## src/text_line_fill_justify_macros.svh

```systemverilog
// Assertion macros used by the line filler datapath.
// Each macro expects signals named clk and rst_n in the enclosing module.
`ifndef TEXT_LINE_FILL_JUSTIFY_MACROS_SVH
`define TEXT_LINE_FILL_JUSTIFY_MACROS_SVH

// Same-cycle implication.
`define TLF_ASSERT_IMP(lbl, ante, cons, msg) \
    lbl: assert property (@(posedge clk) disable iff (!rst_n) (ante) |-> (cons)) \
        else $error(msg);

// Next-cycle implication.
`define TLF_ASSERT_NEXT(lbl, ante, cons, msg) \
    lbl: assert property (@(posedge clk) disable iff (!rst_n) (ante) |=> (cons)) \
        else $error(msg);

`endif

```

## src/tlf_pkg.sv

```systemverilog
// ----------------------------------------------------------------------------
// tlf_pkg
// Shared types and codes of the greedy line filler and justifier.
// ----------------------------------------------------------------------------
`timescale 1ns / 1ps

package tlf_pkg;

    // Opcodes of an input beat.
    localparam logic [1:0] OP_WORD  = 2'd0;
    localparam logic [1:0] OP_FLUSH = 2'd1;
    localparam logic [1:0] OP_PARA  = 2'd2;

    // Configuration register indexes.
    localparam logic [1:0] REG_LINE_WIDTH = 2'd0;
    localparam logic [1:0] REG_JUSTIFY    = 2'd1;

    localparam int COL_W       = 7;
    localparam int LINE_W_RST  = 65;
    localparam int DIV_STEPS   = 7;

    // Controller states.
    typedef enum logic [6:0] {
        ST_IDLE   = 7'b0000001,
        ST_CNT_RD = 7'b0000010,
        ST_CNT_AC = 7'b0000100,
        ST_DIV    = 7'b0001000,
        ST_FIN    = 7'b0010000,
        ST_EM_RD  = 7'b0100000,
        ST_EM_LD  = 7'b1000000
    } tlf_state_t;

    // Commands from the controller to the datapath.
    typedef struct packed {
        logic accept;
        logic cnt_rd;
        logic cnt_ac;
        logic div_step;
        logic fin;
        logic em_rd;
        logic em_ld;
        logic em_wt;
    } tlf_cmd_t;

    // Status from the datapath to the controller.
    typedef struct packed {
        logic launch;
        logic need_count;
        logic cnt_last;
        logic div_last;
        logic out_taken;
        logic em_last;
        logic out_busy;
    } tlf_sts_t;

endpackage

```

## src/tlf_word_if.sv

```systemverilog
// ----------------------------------------------------------------------------
// tlf_word_if
// Input channel carrying one word descriptor or paragraph command per beat.
// ----------------------------------------------------------------------------
`timescale 1ns / 1ps

interface tlf_word_if;
    logic       valid;
    logic       ready;
    logic [1:0] opcode;
    logic [6:0] word_len;
    logic       starts_upper;
    logic       starts_hyphen;
    logic       ends_sentence_mark;
    logic       ends_joining_hyphen;
    logic [6:0] first_indent;
    logic [6:0] later_indent;

    modport source (
        output valid, opcode, word_len, starts_upper, starts_hyphen,
               ends_sentence_mark, ends_joining_hyphen, first_indent, later_indent,
        input  ready
    );
    modport sink (
        input  valid, opcode, word_len, starts_upper, starts_hyphen,
               ends_sentence_mark, ends_joining_hyphen, first_indent, later_indent,
        output ready
    );
endinterface

```

## src/tlf_slot_if.sv

```systemverilog
// ----------------------------------------------------------------------------
// tlf_slot_if
// Output channel carrying one placed word of an emitted line per beat.
// ----------------------------------------------------------------------------
`timescale 1ns / 1ps

interface tlf_slot_if;
    logic       valid;
    logic       ready;
    logic [5:0] word_slot;
    logic [6:0] gap_after;
    logic [6:0] indent;
    logic       line_padded;
    logic       last_of_line;
    logic       last_of_paragraph;

    modport source (
        output valid, word_slot, gap_after, indent, line_padded, last_of_line,
               last_of_paragraph,
        input  ready
    );
    modport sink (
        input  valid, word_slot, gap_after, indent, line_padded, last_of_line,
               last_of_paragraph,
        output ready
    );
endinterface

```

## src/tlf_cfg_if.sv

```systemverilog
// ----------------------------------------------------------------------------
// tlf_cfg_if
// Configuration write channel: register index and write data per beat.
// ----------------------------------------------------------------------------
`timescale 1ns / 1ps

interface tlf_cfg_if;
    logic       valid;
    logic       ready;
    logic [1:0] index;
    logic [6:0] data;

    modport source (output valid, index, data, input ready);
    modport sink   (input valid, index, data, output ready);
endinterface

```

## src/tlf_ram.sv

```systemverilog
// ----------------------------------------------------------------------------
// tlf_ram
// Generic single write port RAM with one registered read port.
// ----------------------------------------------------------------------------
`timescale 1ns / 1ps

module tlf_ram #(
    parameter int WIDTH = 8,
    parameter int DEPTH = 64
) (
    input  logic                     clk,
    input  logic                     we,
    input  logic [$clog2(DEPTH)-1:0] waddr,
    input  logic [WIDTH-1:0]         wdata,
    input  logic [$clog2(DEPTH)-1:0] raddr,
    output logic [WIDTH-1:0]         rdata
);

    logic [WIDTH-1:0] mem [DEPTH];

    // Write and registered read.
    always_ff @(posedge clk)
    begin
        if (we)
        begin
            mem[waddr] <= wdata;
        end
        rdata <= mem[raddr];
    end

endmodule

```

## src/tlf_ctl.sv

```systemverilog
// ----------------------------------------------------------------------------
// tlf_ctl
// Controller: sequences accept, gap counting, division and line emission.
// ----------------------------------------------------------------------------
`timescale 1ns / 1ps

module tlf_ctl
    import tlf_pkg::*;
(
    input  logic     clk,
    input  logic     rst_n,
    input  logic     in_valid,
    output logic     in_ready,
    input  tlf_sts_t sts,
    output tlf_cmd_t cmd
);

    tlf_state_t state_reg, state_next;

    assign in_ready = (state_reg == ST_IDLE);

    // Next state.
    always_comb
    begin
        state_next = state_reg;
        unique case (state_reg)
            ST_IDLE:
            begin
                if (in_valid && sts.launch)
                begin
                    state_next = sts.need_count ? ST_CNT_RD : ST_EM_RD;
                end
            end
            ST_CNT_RD: state_next = ST_CNT_AC;
            ST_CNT_AC: state_next = sts.cnt_last ? ST_DIV : ST_CNT_RD;
            ST_DIV:    state_next = sts.div_last ? ST_FIN : ST_DIV;
            ST_FIN:    state_next = ST_EM_RD;
            ST_EM_RD:  state_next = ST_EM_LD;
            ST_EM_LD:
            begin
                // Stay here while the result beat waits; leave when it is taken.
                if (sts.out_taken)
                begin
                    state_next = sts.em_last ? ST_IDLE : ST_EM_RD;
                end
            end
            default:   state_next = ST_IDLE;
        endcase
    end

    always_ff @(posedge clk or negedge rst_n)
    begin
        if (!rst_n)
        begin
            state_reg <= ST_IDLE;
        end
        else
        begin
            state_reg <= state_next;
        end
    end

    // Command decode.
    always_comb
    begin
        cmd          = '0;
        cmd.accept   = (state_reg == ST_IDLE) && in_valid;
        cmd.cnt_rd   = (state_reg == ST_CNT_RD);
        cmd.cnt_ac   = (state_reg == ST_CNT_AC);
        cmd.div_step = (state_reg == ST_DIV);
        cmd.fin      = (state_reg == ST_FIN);
        cmd.em_rd    = (state_reg == ST_EM_RD);
        cmd.em_ld    = (state_reg == ST_EM_LD) && !sts.out_busy;
        cmd.em_wt    = (state_reg == ST_EM_LD);
    end

endmodule

```

## src/tlf_dp.sv

```systemverilog
// ----------------------------------------------------------------------------
// tlf_dp
// Datapath: line state, gap store, padding arithmetic and result register.
// ----------------------------------------------------------------------------
`timescale 1ns / 1ps
`include "text_line_fill_justify_macros.svh"

module tlf_dp
    import tlf_pkg::*;
#(
    parameter int MAX_LINE_WORDS = 64
) (
    input  logic         clk,
    input  logic         rst_n,
    tlf_word_if.sink     word_in,
    tlf_slot_if.source   slot_out,
    tlf_cfg_if.sink      cfg,
    input  tlf_cmd_t     cmd,
    output tlf_sts_t     sts
);

    localparam int AW = $clog2(MAX_LINE_WORDS);
    localparam int WB = $clog2(MAX_LINE_WORDS + 1);

    // Configuration and line state.
    logic [COL_W-1:0] line_width_reg;
    logic             justify_reg;
    logic [7:0]       line_chars_reg, line_chars_next;
    logic [WB-1:0]    line_words_reg, line_words_next;
    logic             prev_mark_reg, prev_mark_next;
    logic             prev_join_reg, prev_join_next;
    logic             odd_reg, odd_next;
    logic             first_reg, first_next;
    logic [COL_W-1:0] ind_first_reg, ind_first_next;
    logic [COL_W-1:0] ind_later_reg, ind_later_next;

    // Emission state.
    logic [WB-1:0]    em_n_reg, em_k_reg, seen_reg;
    logic [WB-1:0]    npick_reg, n1_reg, psize_reg;
    logic [COL_W-1:0] em_ind_reg, share_reg, seff_reg;
    logic [COL_W-1:0] dvd_reg, rem_reg;
    logic [2:0]       div_cnt_reg;
    logic             em_odd_reg, em_closes_reg, em_adjust_reg, em_padded_reg, raise_reg;

    // Result register.
    logic             out_valid_reg;
    logic [5:0]       o_slot_reg;
    logic [COL_W-1:0] o_gap_reg, o_ind_reg;
    logic             o_pad_reg, o_lol_reg, o_lop_reg;

    // Gap store.
    logic             ram_we;
    logic [AW-1:0]    ram_waddr, ram_raddr;
    logic [COL_W-1:0] ram_wdata, ram_rdata;

    tlf_ram #(.WIDTH(COL_W), .DEPTH(MAX_LINE_WORDS)) u_gaps (
        .clk   (clk),
        .we    (ram_we),
        .waddr (ram_waddr),
        .wdata (ram_wdata),
        .raddr (ram_raddr),
        .rdata (ram_rdata)
    );

    // Decode of the offered item.
    logic [COL_W-1:0]  cur_ind;
    logic [1:0]        gap_sel;
    logic [9:0]        sum_chars;
    logic signed [9:0] room, spare;
    logic              is_word, has_words, fits, over, flush, launch;

    always_comb
    begin
        cur_ind   = first_reg ? ind_first_reg : ind_later_reg;
        if (word_in.starts_upper && prev_mark_reg)
        begin
            gap_sel = 2'd2;
        end
        else if (prev_join_reg && !word_in.starts_hyphen)
        begin
            gap_sel = 2'd0;
        end
        else
        begin
            gap_sel = 2'd1;
        end
        sum_chars = {2'b00, line_chars_reg} + 10'(gap_sel) + 10'(word_in.word_len);
        room      = $signed(10'(line_width_reg)) - $signed(10'(cur_ind));
        spare     = room - $signed(10'(line_chars_reg));
        is_word   = (word_in.opcode == OP_WORD) && (word_in.word_len != '0);
        has_words = (line_words_reg != '0);
        fits      = (line_words_reg < WB'(MAX_LINE_WORDS)) && ($signed(sum_chars) <= room);
        over      = is_word && has_words && !fits;
        flush     = (word_in.opcode == OP_FLUSH) && has_words;
        launch    = over || flush;
    end

    assign ram_we    = cmd.accept && is_word && has_words;
    assign ram_waddr = AW'(line_words_reg - WB'(1));
    assign ram_wdata = COL_W'(gap_sel);
    assign ram_raddr = AW'(em_k_reg);

    // Line state update on an accepted beat.
    always_comb
    begin
        line_chars_next = line_chars_reg;
        line_words_next = line_words_reg;
        prev_mark_next  = prev_mark_reg;
        prev_join_next  = prev_join_reg;
        odd_next        = odd_reg;
        first_next      = first_reg;
        ind_first_next  = ind_first_reg;
        ind_later_next  = ind_later_reg;
        if (cmd.accept)
        begin
            if (word_in.opcode == OP_PARA)
            begin
                ind_first_next = word_in.first_indent;
                ind_later_next = word_in.later_indent;
                odd_next       = 1'b1;
                first_next     = 1'b1;
            end
            else if (word_in.opcode == OP_FLUSH)
            begin
                line_chars_next = '0;
                line_words_next = '0;
                odd_next        = 1'b1;
                first_next      = 1'b1;
            end
            else if (is_word)
            begin
                prev_mark_next = word_in.ends_sentence_mark;
                prev_join_next = word_in.ends_joining_hyphen;
                if (has_words && fits)
                begin
                    line_chars_next = sum_chars[7:0];
                    line_words_next = line_words_reg + WB'(1);
                end
                else
                begin
                    line_chars_next = 8'(word_in.word_len);
                    line_words_next = WB'(1);
                    if (over)
                    begin
                        odd_next   = !odd_reg;
                        first_next = 1'b0;
                    end
                end
            end
        end
    end

    always_ff @(posedge clk or negedge rst_n)
    begin
        if (!rst_n)
        begin
            line_width_reg <= COL_W'(LINE_W_RST);
            justify_reg    <= 1'b0;
            line_chars_reg <= '0;
            line_words_reg <= '0;
            prev_mark_reg  <= 1'b0;
            prev_join_reg  <= 1'b0;
            odd_reg        <= 1'b1;
            first_reg      <= 1'b1;
            ind_first_reg  <= '0;
            ind_later_reg  <= '0;
        end
        else
        begin
            if (cfg.valid && cfg.index == REG_LINE_WIDTH)
            begin
                line_width_reg <= cfg.data;
            end
            if (cfg.valid && cfg.index == REG_JUSTIFY)
            begin
                justify_reg <= cfg.data[0];
            end
            line_chars_reg <= line_chars_next;
            line_words_reg <= line_words_next;
            prev_mark_reg  <= prev_mark_next;
            prev_join_reg  <= prev_join_next;
            odd_reg        <= odd_next;
            first_reg      <= first_next;
            ind_first_reg  <= ind_first_next;
            ind_later_reg  <= ind_later_next;
        end
    end

    assign cfg.ready = 1'b1;

    // Restoring divider step: spare columns over nonzero gaps.
    logic [COL_W-1:0] rem_shift;
    logic             div_ge;

    always_comb
    begin
        rem_shift = {rem_reg[COL_W-2:0], dvd_reg[COL_W-1]};
        div_ge    = 8'(rem_shift) >= 8'(npick_reg);
    end

    // Final gap of the word being emitted.
    logic [WB-1:0] ng;
    logic          is_gap, in_pick, extra;
    logic [7:0]    gap_out;

    always_comb
    begin
        ng     = em_n_reg - WB'(1);
        is_gap = em_k_reg < ng;
        if (n1_reg == '0)
        begin
            in_pick = (ram_rdata != '0);
        end
        else if (raise_reg)
        begin
            in_pick = (ram_rdata == COL_W'(2));
        end
        else
        begin
            in_pick = (ram_rdata == COL_W'(1));
        end
        if (em_odd_reg)
        begin
            extra = in_pick && (8'(psize_reg - seen_reg - WB'(1)) < 8'(seff_reg));
        end
        else
        begin
            extra = in_pick && (8'(seen_reg) < 8'(seff_reg));
        end
        if (!is_gap)
        begin
            gap_out = '0;
        end
        else if (!em_adjust_reg || ram_rdata == '0)
        begin
            gap_out = 8'(ram_rdata);
        end
        else
        begin
            gap_out = 8'(ram_rdata) + 8'(share_reg)
                    + 8'(raise_reg && ram_rdata == COL_W'(1)) + 8'(extra);
        end
    end

    // Emission, counting and division registers.
    always_ff @(posedge clk or negedge rst_n)
    begin
        if (!rst_n)
        begin
            em_n_reg      <= '0;
            em_k_reg      <= '0;
            seen_reg      <= '0;
            npick_reg     <= '0;
            n1_reg        <= '0;
            psize_reg     <= '0;
            div_cnt_reg   <= '0;
            em_adjust_reg <= 1'b0;
            out_valid_reg <= 1'b0;
        end
        else
        begin
            if (cmd.accept && launch)
            begin
                em_n_reg      <= line_words_reg;
                em_k_reg      <= '0;
                seen_reg      <= '0;
                npick_reg     <= '0;
                n1_reg        <= '0;
                div_cnt_reg   <= '0;
                em_adjust_reg <= 1'b0;
            end
            if (cmd.cnt_ac)
            begin
                npick_reg <= npick_reg + WB'(ram_rdata != '0);
                n1_reg    <= n1_reg + WB'(ram_rdata == COL_W'(1));
                em_k_reg  <= sts.cnt_last ? '0 : em_k_reg + WB'(1);
            end
            if (cmd.div_step)
            begin
                div_cnt_reg <= div_cnt_reg + 3'd1;
            end
            if (cmd.fin)
            begin
                em_adjust_reg <= (npick_reg != '0);
                if (n1_reg == '0)
                begin
                    psize_reg <= npick_reg;
                end
                else if (8'(rem_reg) >= 8'(n1_reg))
                begin
                    psize_reg <= npick_reg - n1_reg;
                end
                else
                begin
                    psize_reg <= n1_reg;
                end
            end
            if (cmd.em_ld)
            begin
                out_valid_reg <= 1'b1;
                seen_reg      <= seen_reg + WB'(in_pick && is_gap);
            end
            if (sts.out_taken)
            begin
                out_valid_reg <= 1'b0;
                em_k_reg      <= em_k_reg + WB'(1);
            end
        end
    end

    // Payload registers of the emission.
    always_ff @(posedge clk)
    begin
        if (cmd.accept && launch)
        begin
            em_ind_reg    <= cur_ind;
            em_odd_reg    <= odd_reg;
            em_closes_reg <= flush;
            em_padded_reg <= over && justify_reg && (spare == '0);
            dvd_reg       <= spare[COL_W-1:0];
            rem_reg       <= '0;
        end
        if (cmd.div_step)
        begin
            rem_reg <= div_ge ? COL_W'(rem_shift - COL_W'(npick_reg)) : rem_shift;
            dvd_reg <= {dvd_reg[COL_W-2:0], div_ge};
        end
        if (cmd.fin)
        begin
            em_padded_reg <= (npick_reg != '0);
            share_reg     <= dvd_reg;
            raise_reg     <= (n1_reg != '0) && (8'(rem_reg) >= 8'(n1_reg));
            seff_reg      <= ((n1_reg != '0) && (8'(rem_reg) >= 8'(n1_reg)))
                             ? COL_W'(rem_reg - COL_W'(n1_reg)) : rem_reg;
        end
        if (cmd.em_ld)
        begin
            o_slot_reg <= 6'(em_k_reg);
            o_gap_reg  <= gap_out[COL_W-1:0];
            o_ind_reg  <= (em_k_reg == '0) ? em_ind_reg : '0;
            o_pad_reg  <= em_padded_reg;
            o_lol_reg  <= (em_k_reg == ng);
            o_lop_reg  <= em_closes_reg;
        end
    end

    // Status to the controller.
    always_comb
    begin
        sts            = '0;
        sts.launch     = launch;
        sts.need_count = over && justify_reg && (spare > 0) && (line_words_reg > WB'(1));
        sts.cnt_last   = (em_k_reg == em_n_reg - WB'(2));
        sts.div_last   = (div_cnt_reg == 3'(DIV_STEPS - 1));
        sts.out_taken  = out_valid_reg && slot_out.ready && cmd.em_wt;
        sts.em_last    = (em_k_reg == ng);
        sts.out_busy   = out_valid_reg;
    end

    assign slot_out.valid             = out_valid_reg;
    assign slot_out.word_slot         = o_slot_reg;
    assign slot_out.gap_after         = o_gap_reg;
    assign slot_out.indent            = o_ind_reg;
    assign slot_out.line_padded       = o_pad_reg;
    assign slot_out.last_of_line      = o_lol_reg;
    assign slot_out.last_of_paragraph = o_lop_reg;

    // Checks on the datapath.
    `TLF_ASSERT_IMP(a_slot_in_line, out_valid_reg, em_k_reg < em_n_reg,
        "result slot beyond the held line")
    `TLF_ASSERT_IMP(a_words_bound, 1'b1, line_words_reg <= WB'(MAX_LINE_WORDS),
        "held word count over limit")
    `TLF_ASSERT_IMP(a_last_no_gap, out_valid_reg && o_lol_reg, o_gap_reg == '0,
        "gap after the last word of a line")
    `TLF_ASSERT_IMP(a_no_accept_busy, out_valid_reg, !cmd.accept,
        "item accepted while a line is emitted")
    `TLF_ASSERT_NEXT(a_out_hold, out_valid_reg && !slot_out.ready, out_valid_reg,
        "result beat dropped before it was taken")

endmodule

```

## src/text_line_fill_justify.sv

```systemverilog
// ----------------------------------------------------------------------------
// text_line_fill_justify
// Greedy line filler with optional justification of full lines.
// ----------------------------------------------------------------------------
// Channel    Dir  Beat
// word_in    in   opcode, word length, flags and paragraph indents
// slot_out   out  one placed word: slot, gap, indent, line flags
// cfg        in   register index and write data (always ready)
//
// A fitting word, a start paragraph or an ignored item keeps ST_IDLE.
// A line leaves word by word; each result beat is held until it is taken.
// A justified line first counts its gaps in the gap store, then runs the
// restoring divider and a finishing state.
// No item is taken while a line is emitted; a stalled result holds its beat.
// Reset is asynchronous; the gap store needs no clearing.
`timescale 1ns / 1ps

module text_line_fill_justify
    import tlf_pkg::*;
#(
    parameter int MAX_LINE_WORDS = 64
) (
    input  logic       clk,
    input  logic       rst_n,
    tlf_word_if.sink   word_in,
    tlf_slot_if.source slot_out,
    tlf_cfg_if.sink    cfg
);

    tlf_cmd_t cmd;
    tlf_sts_t sts;
    logic     in_ready;

    assign word_in.ready = in_ready;

    tlf_ctl u_ctl (
        .clk      (clk),
        .rst_n    (rst_n),
        .in_valid (word_in.valid),
        .in_ready (in_ready),
        .sts      (sts),
        .cmd      (cmd)
    );

    tlf_dp #(.MAX_LINE_WORDS(MAX_LINE_WORDS)) u_dp (
        .clk      (clk),
        .rst_n    (rst_n),
        .word_in  (word_in),
        .slot_out (slot_out),
        .cfg      (cfg),
        .cmd      (cmd),
        .sts      (sts)
    );

endmodule
```

## src/flat_wrapper.sv

```systemverilog
// flat-port wrapper written by rule: the top's interface ports become plain ports
module text_line_fill_justify_flat import tlf_pkg::*;
#(
    parameter int MAX_LINE_WORDS = 64
)
  (clk, rst_n, word_in_valid, word_in_opcode, word_in_word_len, word_in_starts_upper, word_in_starts_hyphen, word_in_ends_sentence_mark, word_in_ends_joining_hyphen, word_in_first_indent, word_in_later_indent, word_in_ready, slot_out_valid, slot_out_word_slot, slot_out_gap_after, slot_out_indent, slot_out_line_padded, slot_out_last_of_line, slot_out_last_of_paragraph, slot_out_ready, cfg_valid, cfg_index, cfg_data, cfg_ready);
  tlf_word_if word_in_i ();
  tlf_slot_if slot_out_i ();
  tlf_cfg_if cfg_i ();
  input  logic clk;
  input  logic rst_n;
  input wire logic [$bits(word_in_i.valid)-1:0] word_in_valid;
  input wire logic [$bits(word_in_i.opcode)-1:0] word_in_opcode;
  input wire logic [$bits(word_in_i.word_len)-1:0] word_in_word_len;
  input wire logic [$bits(word_in_i.starts_upper)-1:0] word_in_starts_upper;
  input wire logic [$bits(word_in_i.starts_hyphen)-1:0] word_in_starts_hyphen;
  input wire logic [$bits(word_in_i.ends_sentence_mark)-1:0] word_in_ends_sentence_mark;
  input wire logic [$bits(word_in_i.ends_joining_hyphen)-1:0] word_in_ends_joining_hyphen;
  input wire logic [$bits(word_in_i.first_indent)-1:0] word_in_first_indent;
  input wire logic [$bits(word_in_i.later_indent)-1:0] word_in_later_indent;
  output wire logic [$bits(word_in_i.ready)-1:0] word_in_ready;
  output wire logic [$bits(slot_out_i.valid)-1:0] slot_out_valid;
  output wire logic [$bits(slot_out_i.word_slot)-1:0] slot_out_word_slot;
  output wire logic [$bits(slot_out_i.gap_after)-1:0] slot_out_gap_after;
  output wire logic [$bits(slot_out_i.indent)-1:0] slot_out_indent;
  output wire logic [$bits(slot_out_i.line_padded)-1:0] slot_out_line_padded;
  output wire logic [$bits(slot_out_i.last_of_line)-1:0] slot_out_last_of_line;
  output wire logic [$bits(slot_out_i.last_of_paragraph)-1:0] slot_out_last_of_paragraph;
  input wire logic [$bits(slot_out_i.ready)-1:0] slot_out_ready;
  input wire logic [$bits(cfg_i.valid)-1:0] cfg_valid;
  input wire logic [$bits(cfg_i.index)-1:0] cfg_index;
  input wire logic [$bits(cfg_i.data)-1:0] cfg_data;
  output wire logic [$bits(cfg_i.ready)-1:0] cfg_ready;
  assign word_in_i.valid = word_in_valid;
  assign word_in_i.opcode = word_in_opcode;
  assign word_in_i.word_len = word_in_word_len;
  assign word_in_i.starts_upper = word_in_starts_upper;
  assign word_in_i.starts_hyphen = word_in_starts_hyphen;
  assign word_in_i.ends_sentence_mark = word_in_ends_sentence_mark;
  assign word_in_i.ends_joining_hyphen = word_in_ends_joining_hyphen;
  assign word_in_i.first_indent = word_in_first_indent;
  assign word_in_i.later_indent = word_in_later_indent;
  assign word_in_ready = word_in_i.ready;
  assign slot_out_valid = slot_out_i.valid;
  assign slot_out_word_slot = slot_out_i.word_slot;
  assign slot_out_gap_after = slot_out_i.gap_after;
  assign slot_out_indent = slot_out_i.indent;
  assign slot_out_line_padded = slot_out_i.line_padded;
  assign slot_out_last_of_line = slot_out_i.last_of_line;
  assign slot_out_last_of_paragraph = slot_out_i.last_of_paragraph;
  assign slot_out_i.ready = slot_out_ready;
  assign cfg_i.valid = cfg_valid;
  assign cfg_i.index = cfg_index;
  assign cfg_i.data = cfg_data;
  assign cfg_ready = cfg_i.ready;
  text_line_fill_justify #(.MAX_LINE_WORDS(MAX_LINE_WORDS)) u_core (.clk(clk), .rst_n(rst_n), .word_in(word_in_i), .slot_out(slot_out_i), .cfg(cfg_i));
endmodule
```

## config.mk

```make
export PLATFORM = sky130hd
export DESIGN_NAME = text_line_fill_justify_flat
export DESIGN_NICKNAME = d
export VERILOG_FILES = /design/src/tlf_pkg.sv /design/src/tlf_word_if.sv /design/src/tlf_slot_if.sv /design/src/tlf_cfg_if.sv /design/src/tlf_ram.sv /design/src/tlf_ctl.sv /design/src/tlf_dp.sv /design/src/text_line_fill_justify.sv /design/src/flat_wrapper.sv
export VERILOG_INCLUDE_DIRS = /design/src /design/src/src
export SDC_FILE = /design/constraint.sdc
export NUM_CORES = 1
export LEC_CHECK = 0
export BUFFER_PORTS_ARGS = -buffer_cell sky130_fd_sc_hd__buf_2
export CORE_MARGIN = 3
export CORE_UTILIZATION = 55
export DETAILED_ROUTE_END_ITERATION = 6
export MAX_ROUTING_LAYER = met4
export PLACE_DENSITY = 0.72
export SYNTH_ARGS = -nofsm -noshare
export SYNTH_HDL_FRONTEND = slang
export SYNTH_SLANG_ARGS = --single-unit
```

## constraint.sdc

```tcl
create_clock -name clk -period 17.2 [get_ports clk]
set_clock_uncertainty 0.05 [all_clocks]
set_input_delay 0.86 -clock clk [delete_from_list [all_inputs] [get_ports clk]]
set_output_delay 0.86 -clock clk [all_outputs]
set_load 0.1 [all_outputs]
```

; ---- Word level (Yosys, flattened, before mapping)
; Memories as Yosys holds them, arrays and structs flattened. A register that Yosys moved wholly into a read port is not among the register bits.
; Index checks and enable logic that the tools add are counted.
[word_totals]
inputBits = 41
elab_cells = 200
ff_bits = 164
output_inout_bits = 26
ramBits = 128
mem_count = 1
[classes]
n_eq_ne = 18
magnitude_cmp = 9
muxes = 54
bitwise_logic = 2
add_sub_neg = 21
reduce_logical = 59
[mem_list]
columns = memory, words, word_bits, read_ports, rd_ports_with_merged_regs, write_ports, line_no
row1 = u_core.u_dp.u_gaps.mem, 64, 2, 1, 1, 1, tlf_ram.sv:19  ; logic [WIDTH-1:0] mem [DEPTH];
[ops]
columns = cell, n
row1 = 2-to-1 mux 7 bit, 21
row2 = one-hot mux 7 bit (7 select lines), 1
row3 = adder 7 x 1 -> 7 bit, 5
row4 = nonzero test 7 bit, 5
row5 = logical AND 1 bit, 27
row6 = 2-to-1 mux 8 bit, 3
row7 = 2-to-1 mux 1 bit, 22
row8 = logical NOT 7 bit, 3
row9 = subtractor 7 bit, 3
row10 = subtractor 7 x 7 -> 8 bit, 2
row11 = adder 7 x 1 -> 7 bit (second input constant), 2
row12 = equality test 7 x 1 -> 1 bit (second input constant), 2
row13 = equality test 7 x 2 -> 1 bit (second input constant), 2
row14 = equality test 7 bit, 2
row15 = >= comparator 7 bit, 2
row16 = less-than comparator 7 bit, 2
row17 = 2-to-1 mux 6 bit, 2
row18 = nonzero test 2 bit, 6
row19 = adder 9 x 7 -> 10 bit, 1
row20 = > comparator 10 x 1 -> 1 bit (second input constant), 1
row21 = <= comparator 10 x 8 -> 1 bit, 1
row22 = logical NOT 10 bit, 1
row23 = subtractor 8 x 9 -> 10 bit, 1
row24 = adder 8 x 2 -> 9 bit, 1
row25 = other kinds (31), 45

; ---- Depth between registers and ports, before layout
; Gate-level depths: netlist of run 1.
[logic_depth]
ltp_word = 16
depth_mapped = 22

; ---- Least setup slack after synthesis of run 1
; No wires, ideal clock.
[synth_timing]
kind = input port to flip-flop
from = input port word_in_starts_upper
to = register u_core.u_dp.dvd_reg[0] (enable)
arrival_ps = 6908
setup_ps = 350
path_slack_ps = 9892
n_path_buf = 1
stages = 21
required_ps = 16800
cell_sequence = nand2_1 > inv_1 > a21oi_1 > fa_1 > ha_1 > inv_1 > fa_1 > nor2b_1 > o21ai_0 > a21boi_0 > o21a_1 > nor2_1 > xnor2_1 > ha_1 > a211oi_1 > o211ai_1 > o2bb2ai_1 > a31oi_1 > o21ai_2 > clkbuf_1 > nand2_1
[synth_via]
elab_chain_cells = 11
[synth_rtl]
columns = item, line_no
row1 = start: declaration, flat_wrapper.sv:15  ; input wire logic [$bits(word_in_i.starts_upper)-1:0] word_in_starts_upper;
row2 = logical AND 1 bit, tlf_dp.sv:75  ; if (word_in.starts_upper && prev_mark_reg)
row3 = 2-to-1 mux 2 bit, tlf_dp.sv:75
row4 = net u_core.u_dp.gap_sel[1], tlf_dp.sv:67  ; logic [1:0] gap_sel;
row5 = adder 8 x 2 -> 9 bit, tlf_dp.sv:87  ; sum_chars = {2'b00, line_chars_reg} + 10'(gap_sel) + 10'(word_in.word_len);
row6 = adder 9 x 7 -> 10 bit, tlf_dp.sv:87
row7 = <= comparator 10 x 8 -> 1 bit, tlf_dp.sv:92  ; fits = (line_words_reg < WB'(MAX_LINE_WORDS)) && ($signed(sum_chars) <= room);
row8 = logical AND 1 bit, tlf_dp.sv:92
row9 = logical NOT 1 bit, tlf_dp.sv:93  ; over = is_word && has_words && !fits;
row10 = logical AND 1 bit, tlf_dp.sv:93
row11 = logical OR 1 bit, tlf_dp.sv:95  ; launch = over || flush;
row12 = logical AND 1 bit, tlf_dp.sv:314  ; if (cmd.accept && launch)
row13 = nonzero test 2 bit (no line), n/a
row14 = end signal: assignment, tlf_dp.sv:320  ; dvd_reg <= spare[COL_W-1:0];
row15 = end signal: assignment, tlf_dp.sv:326  ; dvd_reg <= {dvd_reg[COL_W-2:0], div_ge};
row16 = end: declaration, tlf_dp.sv:41  ; logic [COL_W-1:0] dvd_reg, rem_reg;
; The timed path passes the listed nets, and every way through them passes these cells.
; A chain may end at the register's enable or synchronous reset.

; ---- Worst setup path after layout of run 1
[layout_timing]
from = input port word_in_starts_upper
to = register u_core.u_dp.n1_reg[4]
[layout_via]
elab_chain_cells = 11
[layout_rtl]
columns = item, line_no
row1 = logical AND 1 bit, tlf_dp.sv:75
row2 = 2-to-1 mux 2 bit, tlf_dp.sv:75
row3 = net u_core.u_dp.gap_sel[1], tlf_dp.sv:67
row4 = adder 8 x 2 -> 9 bit, tlf_dp.sv:87
row5 = adder 9 x 7 -> 10 bit, tlf_dp.sv:87
row6 = <= comparator 10 x 8 -> 1 bit, tlf_dp.sv:92
row7 = logical AND 1 bit, tlf_dp.sv:92
row8 = logical NOT 1 bit, tlf_dp.sv:93
row9 = logical AND 1 bit, tlf_dp.sv:93
row10 = logical OR 1 bit, tlf_dp.sv:95
row11 = logical AND 1 bit, tlf_dp.sv:262  ; if (cmd.accept && launch)
row12 = nonzero test 2 bit (no line), n/a
row13 = end signal: assignment, tlf_dp.sv:275  ; n1_reg <= n1_reg + WB'(ram_rdata == COL_W'(1));
row14 = end: declaration, tlf_dp.sv:39  ; logic [WB-1:0] npick_reg, n1_reg, psize_reg;
; The timed path passes the listed nets, and every way through them passes these cells.

==> results of run 1 <==
==> cell type report <==
type                    instances  area [sq um]
clock buffers                  45           933
clock inverters                17           248
well taps                     378           473
multi-input cells             907          7030
inverters                      99           372
flip-flops and latches        287          8130
fillers                      2178         10400
repair buffers                 72           380
==> through the flow <==
step	instances	worst slack, ps	utilization, %
after floorplan	1336	9890	-
after global placement	1743	10930	58.5
after detailed placement	1743	10770	58.5
after CTS	1805	11240	62.7
after global routing	1805	10790	62.7
final	1805	11260	62.7
==> worst min path at each step <==
stage / to / depth (start not counted) / slack, ps / start
6_report: u_core.u_dp.seen_reg[6] / 1 / 230 / rst_n
2_1_floorplan: u_core.u_dp.slot_out.last_of_paragraph / 0 / 350 / u_core.u_dp.em_closes_reg
5_1_grt: u_core.u_dp.em_n_reg[5] / 1 / 260 / rst_n
3_3_place_gp: u_core.u_dp.slot_out.last_of_paragraph / 0 / 350 / u_core.u_dp.em_closes_reg
3_5_place_dp: u_core.u_dp.slot_out.last_of_paragraph / 0 / 370 / u_core.u_dp.em_closes_reg
4_1_cts: u_core.u_dp.em_n_reg[5] / 1 / 240 / rst_n
==> cell usage after synthesis, drive strengths merged, types with 8 or more instances <==
library cell / count / share of area, %
edfxtp: 190 / 36
nor2: 141 / 3.4
ha: 106 / 8.4
inv: 98 / 2.3
dfrtp: 90 / 14
nand2: 76 / 1.8
a21oi: 64 / 2.1
o21ai: 59 / 1.9
mux4: 42 / 6.0
nand3: 38 / 1.2
mux2: 33 / 2.4
xnor2: 31 / 1.7
clkbuf: 26 / 0.62
mux2i: 23 / 1.5
nor3: 22 / 0.70
nand2b: 21 / 0.84
nor2b: 21 / 0.84
buf: 17 / 0.66
xor2: 17 / 0.95
and3: 15 / 0.60
nand4: 13 / 0.52
and2: 12 / 0.48
a21o: 11 / 0.53
fa: 11 / 1.4
o21a: 11 / 0.53
o22ai: 11 / 0.44
o31ai: 11 / 0.56
a31oi: 9 / 0.36
o211ai: 9 / 0.43
a21boi: 8 / 0.38
or3: 8 / 0.32
==> per-layer routing <==
layer | part of all wire (%) | vias to the layer above
li1 | - | 5058
met1 | 44 | 5253
met2 | 49 | 306
met3 | 4.9 | 58
met4 | 1.9 | 0
met5 | 0 | -
==> kinds of logic (layout without fill, tap and decap cells) <==
family | Yosys count | count (layout)
compound gates | 241 | 241
xor+xnor | 48 | 48
fa+ha+maj | 117 | 117
buf+inv | 142 | 233
flops | 287 | 287
mux | 98 | 98
other cells | 1 | 1
simple gates | 402 | 402
==> power by group through the flow <==
stage               Sequential (mW)  Clock, mW  Combinational [mW]
floorplan                     0.948          0                1.10
global placement              0.973          0                1.37
detailed placement            0.977          0                1.41
CTS                           0.965      0.763                1.43
global route                  0.976      0.788                1.62
finish                        0.967      0.752                1.44
==> impl_metrics.tcl, run 1 <==
set metrics [dict create \
    status "completed" \
    routabilityCongestion 0.899 \
    final.period_utilization_pct 34.6 \
    synthArstFlopShare_pct 33.1 \
    cp-start-kind "input pin" \
    ys_seq_elements 287 \
    slowest_stage "buf_4" \
    syn_area_per_cell_sq_um 11.8 \
    finalSetupViolCount 0 \
    worst-path-stages 26 \
    busiest_layer "met2" \
    synth-simple-area-share_pct 12.4 \
    final_cell_area_sq_mm 0.0176 \
    finalHoldViolCount 0 \
    seq_area_frac_synth_pct 51.7 \
    die_x_um 175 \
    hold_class "in2async" \
    rsz0062_at_grt "no" \
    endpoint "u_core.u_dp.n1_reg[4]" \
    final_cell_mix "190 x edfxtp_1, 141 x nor2_1, 106 x ha_1" \
    slowest_delay_ps 500 \
    use_met2_pct 38.6 \
    power_mw 3.15 \
    clk_latency_ps 520 \
    worstPathMaxFanout 65 \
    power.leakage_nw 7.00 \
    peakVddDrop_v 0.000143 \
    fmax_ghz 0.168 \
    largest_reg_flops 128 \
    relSlewSlack_pct 20.3 \
    drt-total-wl_um 35200 \
    core_sq_mm 0.0280 \
    fin_crit_ps 5940 \
    syn-instance-count 1336 \
    start_util_pct 56.1 \
    holdBufCountCts 0 \
    grt_max_degree 66 \
    setup_tns_ps 0 \
    cts-buffers-inserted 34 \
    cts.path.max_buffers 3 \
    seqPwrFrac_pct 30.6 \
    path_buf_inv 7 \
    worst_setup_path_end_kind "flop" \
    antenna_found_initial 0 \
    crit_start "word_in_starts_upper" \
    critPathKind "in2reg" \
    final_layout_size_suffix_gt1_share_pct 15.4 \
    gr-total-overflow 0 \
    cts_tree "yes" \
    viasPerCell 5.91 \
    whs_ps 232 \
    drtIter0Drc 924 \
    path_clk_slew_ps 60 \
    worst_pin_slew_ps 1200 \
    power_frac_clock_pct 23.8 \
    synth_mux_area_share_pct 9.85 \
    power.internal_mw 1.93 \
    worstPathArrival_ps 6300 \
    final_common_cell "edfxtp_1" \
    cpMostUsedCell "buf_4" \
    ant_nets 0 \
    slew_violations 0 \
    die_area_sq_mm 0.0306 \
    synth_xor_area_share_pct 2.67 \
    synthesis.nets 1494 \
    synth_area_sq_mm 0.0157 \
    rr_worst_depth 25 \
    timing.rr.start "u_core.u_dp.prev_mark_reg" \
    rrSetupSlack_ps 11310 \
    nNetsFinal 1559 \
    synthToLayoutAreaGrowth_pct 11.7 \
    ys_warn_count 0 \
    synth_cell_types 83 \
    cts_sinks 287 \
    via_count 10700 \
    gr-usage-met1_pct 33.1 \
    grt_pass1_wl_um 56800 \
    synth_compound_area_share_pct 9.80 \
    combinationalPowerShare_pct 45.5 \
    met3_usage_pct 2.67 \
    grt_util_all_layers_pct 24.0 \
    p_sw_mw 1.23 \
    port_buffers 65 \
    switching_share_pct 38.9 \
    dpl.hpwl_um 24700 \
    synth_ff_type "edfxtp_1" \
    fp.dieH_um 175 \
    drc 0 \
    wl_per_cell_um 19.5 \
    synthAdderAreaFrac_pct 9.84 \
    max-cap-violations 0 \
    synth_top_family_by_area "simple AND/OR/NAND/NOR gates" \
    required_ps 17560 \
    io-pin-count 67 \
    root_buffer "clkbuf_16" \
    dr.pass1.iters 5 \
    synth_edf_count 190 \
    r2r-end "u_core.u_dp.n1_reg[4]" \
    grt_pass1_vias 10600 \
    cts.htree.levels 2 \
    post_dp_cell_area_sq_mm 0.0164 \
    rows 61 \
    postCtsSetupRepairBufs 0 \
    antenna_cells 0 \
    cp_top_family "compound AO/OA/AOI/OAI gates" \
    post_cts_resized 0 \
    powerDensity_mw_per_mm2 180 \
]
Power figures use the tool's default switching activity.
==> run 2: changes to the inputs <==
PLACE_DENSITY = 0.75   (was 0.72)
clock period = 5 ns   (was 17.2 ns; I/O delays follow)
==> impl_metrics.tcl, run 2 (same netlist as run 1, synthesis figures left out) <==
set metrics [dict create \
    status "completed" \
    rsz0062_at_grt "no" \
    required_ps 5400 \
    final_cell_mix "190 x edfxtp_1, 141 x nor2_1, 105 x ha_1" \
    finalHoldViolCount 0 \
    grt_pass1_wl_um 57100 \
    drt-total-wl_um 35600 \
    worstPathMaxFanout 23 \
    worst_setup_path_end_kind "flop" \
    critPathKind "reg2reg" \
    routabilityCongestion 0.913 \
    nNetsFinal 1590 \
    gr-total-overflow 0 \
    finalSetupViolCount 0 \
    powerDensity_mw_per_mm2 595 \
    grt_max_degree 65 \
    port_buffers 65 \
    grt_pass1_vias 10800 \
    start_util_pct 56.1 \
    fin_ws_ps 387 \
    grt_util_all_layers_pct 23.9 \
    ant_nets 0 \
    rows 61 \
    rrSetupSlack_ps 390 \
    cts.htree.levels 1 \
    cts_tree "yes" \
    drtIter0Drc 737 \
    die_x_um 175 \
    slew_violations 0 \
    cp_cell_sequence "mux2_2, ha_1, inv_1, fa_1, a21o_1, a21oi_1, o21bai_1, a21oi_1, xnor2_1, inv_1, ha_1, o21a_1, o22ai_1, o2bb2ai_1, a31oi_2, o21ai_2, buf_6, nand3_1, a311oi_1" \
    peakVddDrop_v 0.000501 \
    cts-buffers-inserted 31 \
    slowest_stage "dfstp_2" \
    cts_sinks 287 \
    final_common_cell "edfxtp_1" \
    holdPathStages 3 \
    core_sq_mm 0.0280 \
    antenna_found_initial 0 \
    root_buffer "clkbuf_16" \
    cp-start-kind "flop" \
    worstPathArrival_ps 5020 \
    dpl_worst_slack_ps 272 \
    holdPathEnd "u_core.u_dp.line_chars_reg[3]" \
    final.period_utilization_pct 92.3 \
    final_layout_size_suffix_gt1_share_pct 15.6 \
    rr_worst_depth 19 \
    largest_reg_flops 128 \
    io-pin-count 67 \
    die_area_sq_mm 0.0306 \
    via_count 10900 \
    cts.path.max_buffers 3 \
    r2r-end "u_core.u_dp.em_k_reg[6]" \
    fmax_ghz 0.217 \
    hold_class "in2reg" \
    drc 0 \
    hp-start "word_in_word_len[3]" \
    timing.rr.start "u_core.u_dp.first_reg" \
    postCtsSetupRepairBufs 0 \
    worst_pin_slew_ps 1170 \
    clk_latency_ps 560 \
    slowest_delay_ps 670 \
    path_clk_slew_ps 60 \
    dr.pass1.iters 5 \
    fp.dieH_um 175 \
    max-cap-violations 0 \
    viasPerCell 5.93 \
    fillers 2160 \
    relSlewSlack_pct 22.3 \
    antenna_cells 0 \
    setup_tns_ps 0 \
    synthToLayoutAreaGrowth_pct 13.2 \
    fin_crit_ps 4610 \
    dpl.hpwl_um 24700 \
    wl_per_cell_um 19.4 \
    power.leakage_nw 7.05 \
]
-- run 2: cell count changes in the layout (fill, tap and decap cells not counted), moves of 3 or more --
cell / delta
dlygate4sd3_1: +32
clkinvlp_4: +3
clkinv_4: -3
clkbuf_1: -5
inv_6: -3
clkinv_1: +9
clkbuf_16: -4
clkinv_2: +3
-- run 2: routing by layer --
metal  GRT usage (%)  wire length, um  up-vias  share of wire (%)
met5               -                0        -                  0
met4            6.12              824        0                2.3
met3            2.82             1830       63                5.1
met2            39.2            17500      301                 49
met1            32.3            15400     5400                 43
li1                -                -     5118                  -
-- run 2: critical path: cells and delay by family, from the launching register on --
| family | cells | cell delay, ps |
|---|---|---|
| AND/OR/NAND/NOR | 1 | 220 |
| flip-flops | 1 | 670 |
| multiplexers | 1 | 220 |
| AO/OA/AOI/OAI | 10 | 1910 |
| buffers and inverters | 3 | 390 |
| XOR/XNOR | 1 | 170 |
| adder cells (fa/ha/maj) | 3 | 860 |
-- run 2: repair_timing --
item | in CTS | in global routing
endpoints found under the setup margin | 0 | 5
endpoints found under the hold margin | 75 | 0
resized for setup | 0 | 4
hold buffers | 32 | 0
-- run 2: final cells by class --
| cell class | instances | area, sq um | area share, % |
|---|---|---|---|
| multi-input cells | 907 | 7080 | 39.8 |
| well taps | 378 | 473 | 2.66 |
| clock inverters | 24 | 224 | 1.26 |
| flip-flops and latches | 287 | 8130 | 45.7 |
| inverters | 99 | 375 | 2.11 |
| clock buffers | 34 | 787 | 4.42 |
| repair buffers | 106 | 719 | 4.04 |
-- run 2: how the worst max path moves through the flow --
stage | slack, ps | depth (start not counted) | to | startpoint
6_report | 390 | 19 | u_core.u_dp.em_k_reg[6] | u_core.u_dp.first_reg
5_1_grt | 30 | 21 | u_core.u_dp.em_k_reg[3] | u_core.u_dp.line_chars_reg[1]
4_1_cts | 290 | 20 | u_core.u_dp.slot_out.gap_after[6] | u_core.u_dp.seen_reg[0]
3_5_place_dp | 270 | 20 | u_core.u_dp.slot_out.gap_after[6] | u_core.u_dp.seen_reg[0]
3_3_place_gp | 430 | 20 | u_core.u_dp.slot_out.gap_after[6] | u_core.u_dp.seen_reg[0]
2_1_floorplan | -250 | 22 | u_core.u_dp.em_n_reg[5] | u_core.u_dp.prev_mark_reg
-- run 2: power by group --
group	total, mW	leakage (nW)	switching, mW	internal, mW
Combinational	4.96	3.58	2.88	2.07
Sequential	3.37	2.98	0.325	3.04
Clock	2.27	0.486	0.931	1.34
Total	10.6	7.05	4.14	6.45
-- run 2: per-stage QoR --
stage,util [%],hold WS [ps],cell area [sq um],cells,total power [mW]
final,63.5,25.1,17800,1835,10.6
after global routing,63.5,47.8,17800,1835,11.4
after CTS,63.5,3.50,17800,1835,10.6
after detailed placement,58.7,268,16400,1745,8.25
after global placement,58.7,261,16400,1745,8.11
after floorplan,-,-95.6,15800,1336,7.11
==> run 3: changes to the inputs <==
CORE_UTILIZATION = 56   (was 55)
CTS_CLUSTER_SIZE = 8   (was not set)
PLACE_DENSITY = 0.76   (was 0.75)
==> impl_metrics.tcl, run 3 (same netlist as run 1, synthesis figures left out) <==
set metrics [dict create \
    status "completed" \
    cp-start-kind "flop" \
    rr_worst_depth 20 \
    dpl.hpwl_um 25300 \
    power_frac_clock_pct 23.3 \
    drtIter0Drc 1013 \
    die_x_um 174 \
    grt_util_all_layers_pct 25.3 \
    drc 0 \
    ant_nets 0 \
    clk_latency_ps 530 \
    postCtsSetupRepairBufs 0 \
    fp.dieH_um 174 \
    synthToLayoutAreaGrowth_pct 14.2 \
    timing.rr.start "u_core.u_dp.seen_reg[0]" \
    die_area_sq_mm 0.0301 \
    holdPathStages 3 \
    final_common_cell "edfxtp_1" \
    holdPathEnd "u_core.u_dp.line_chars_reg[5]" \
    path_clk_slew_ps 50 \
    r2r-end "u_core.u_dp.slot_out.gap_after[6]" \
    root_buffer "clkbuf_16" \
    cts_sinks 287 \
    combinationalPowerShare_pct 46.1 \
    worstPathMaxFanout 3 \
    grt_pass1_wl_um 59300 \
    antenna_cells 0 \
    start_util_pct 57.7 \
    nNetsFinal 1596 \
    grt_pass1_vias 11200 \
    final.period_utilization_pct 97.0 \
    p_sw_mw 4.35 \
    worstPathArrival_ps 5080 \
    power.leakage_nw 7.14 \
    hold_class "in2reg" \
    gr-total-overflow 0 \
    antenna_found_initial 0 \
    cts.htree.levels 2 \
    fmax_ghz 0.206 \
    routabilityCongestion 0.912 \
    cts-buffers-inserted 41 \
    slew_violations 0 \
    hp-start "word_in_word_len[5]" \
    largest_reg_flops 128 \
    cts.path.max_buffers 3 \
    required_ps 5230 \
    port_buffers 65 \
    final_cell_mix "190 x edfxtp_1, 141 x nor2_1, 105 x ha_1" \
    fin_crit_ps 4850 \
    rows 60 \
    critPathKind "reg2reg" \
    dr.pass1.iters 5 \
    worst_setup_path_end_kind "flop" \
    max-cap-violations 0 \
    relSlewSlack_pct 21.5 \
    io-pin-count 67 \
    rrSetupSlack_ps 150 \
    whs_ps 20.2 \
    cts_tree "yes" \
    peakVddDrop_v 0.000482 \
    seqPwrFrac_pct 30.6 \
    power.internal_mw 6.69 \
    postLayoutCoreUtil_pct 65.9 \
    finalSetupViolCount 0 \
    viasPerCell 6.00 \
    switching_share_pct 39.4 \
    setup_tns_ps 0 \
    finalHoldViolCount 0 \
    powerDensity_mw_per_mm2 615 \
    via_count 11000 \
    worst_pin_slew_ps 1180 \
    core_sq_mm 0.0273 \
    final_layout_size_suffix_gt1_share_pct 15.4 \
    wl_per_cell_um 19.9 \
    drt-total-wl_um 36600 \
    grt_max_degree 69 \
]
## run 3: changes by cell type in the layout (fill, tap and decap cells not counted), moves of 3 or more
cell	before	now
clkbuf_1	3	30
clkinvlp_4	4	1
clkinv_2	4	0
dlygate4sd3_1	32	28
clkinv_1	12	1
bufinv_16	4	0
clkbuf_16	31	41
## run 3: worst max-delay path by stage
stage                              start                                 to  depth (start not counted)
3_3_place_gp     u_core.u_dp.seen_reg[0]  u_core.u_dp.slot_out.gap_after[6]                         20
6_report         u_core.u_dp.seen_reg[0]  u_core.u_dp.slot_out.gap_after[6]                         20
3_5_place_dp     u_core.u_dp.seen_reg[0]  u_core.u_dp.slot_out.gap_after[6]                         20
4_1_cts          u_core.u_dp.seen_reg[0]  u_core.u_dp.slot_out.gap_after[6]                         20
2_1_floorplan  u_core.u_dp.prev_mark_reg            u_core.u_dp.em_n_reg[5]                         22
5_1_grt          u_core.u_dp.seen_reg[0]  u_core.u_dp.slot_out.gap_after[4]                         20
## run 3: power groups by stage
stage	clock, mW	sequential, mW	combinational (mW)
CTS	2.61	3.36	5.02
detailed placement	0	3.40	4.94
global route	2.73	3.41	5.65
finish	2.57	3.38	5.09
floorplan	0	3.26	3.85
global placement	0	3.38	4.77
## run 3: worst max-delay path, cell delays in order (launching register included)
cell	delay, ps
dfrtp_1	350
inv_1	80
ha_1	230
fa_1	430
a21o_1	200
a21oi_2	180
o21bai_1	80
a21oi_1	210
xnor2_1	160
ha_1	270
a2111oi_1	430
o311ai_0	210
a21oi_1	270
fa_1	470
ha_1	230
inv_1	70
fa_1	180
nor2b_1	70
o2111ai_1	230
xor2_1	170
nor2_1	50
## run 3: timing repair
item                       in CTS  in global routing
hold buffers                   28                  0
gates resized for setup         0                  6
hold endpoints to repair       91                  0
setup endpoints to repair       0                 13
## run 3: per-stage QoR
stage | setup slack [ps] | instances | power, mW | instance area [sq um]
floorplan | -250 | 1336 | 7.11 | 15800
global route | -0.988 | 1841 | 11.8 | 18000
detailed placement | 145 | 1739 | 8.34 | 16500
finish | 150 | 1841 | 11.0 | 18000
global placement | 366 | 1739 | 8.15 | 16500
CTS | 145 | 1841 | 11.0 | 17900
## run 3: routing by layer
metal	GRT usage, %	vias up	part of all wire [%]	routed length (um)
met4	8.18	0	3.0	1100
met1	34.0	5415	43	15600
li1	-	5134	-	-
met5	-	-	0	0
met2	39.7	403	48	17600
met3	4.16	89	6.3	2290
## run 3: layout make-up
class	instances	area (sq um)
clock buffer	71	1140
clock inverter	3	66.3
fill	2022	9300
inverter	99	378
multi-input combinational	907	7080
sequential	287	8130
tap	372	465
timing repair buffer	102	688
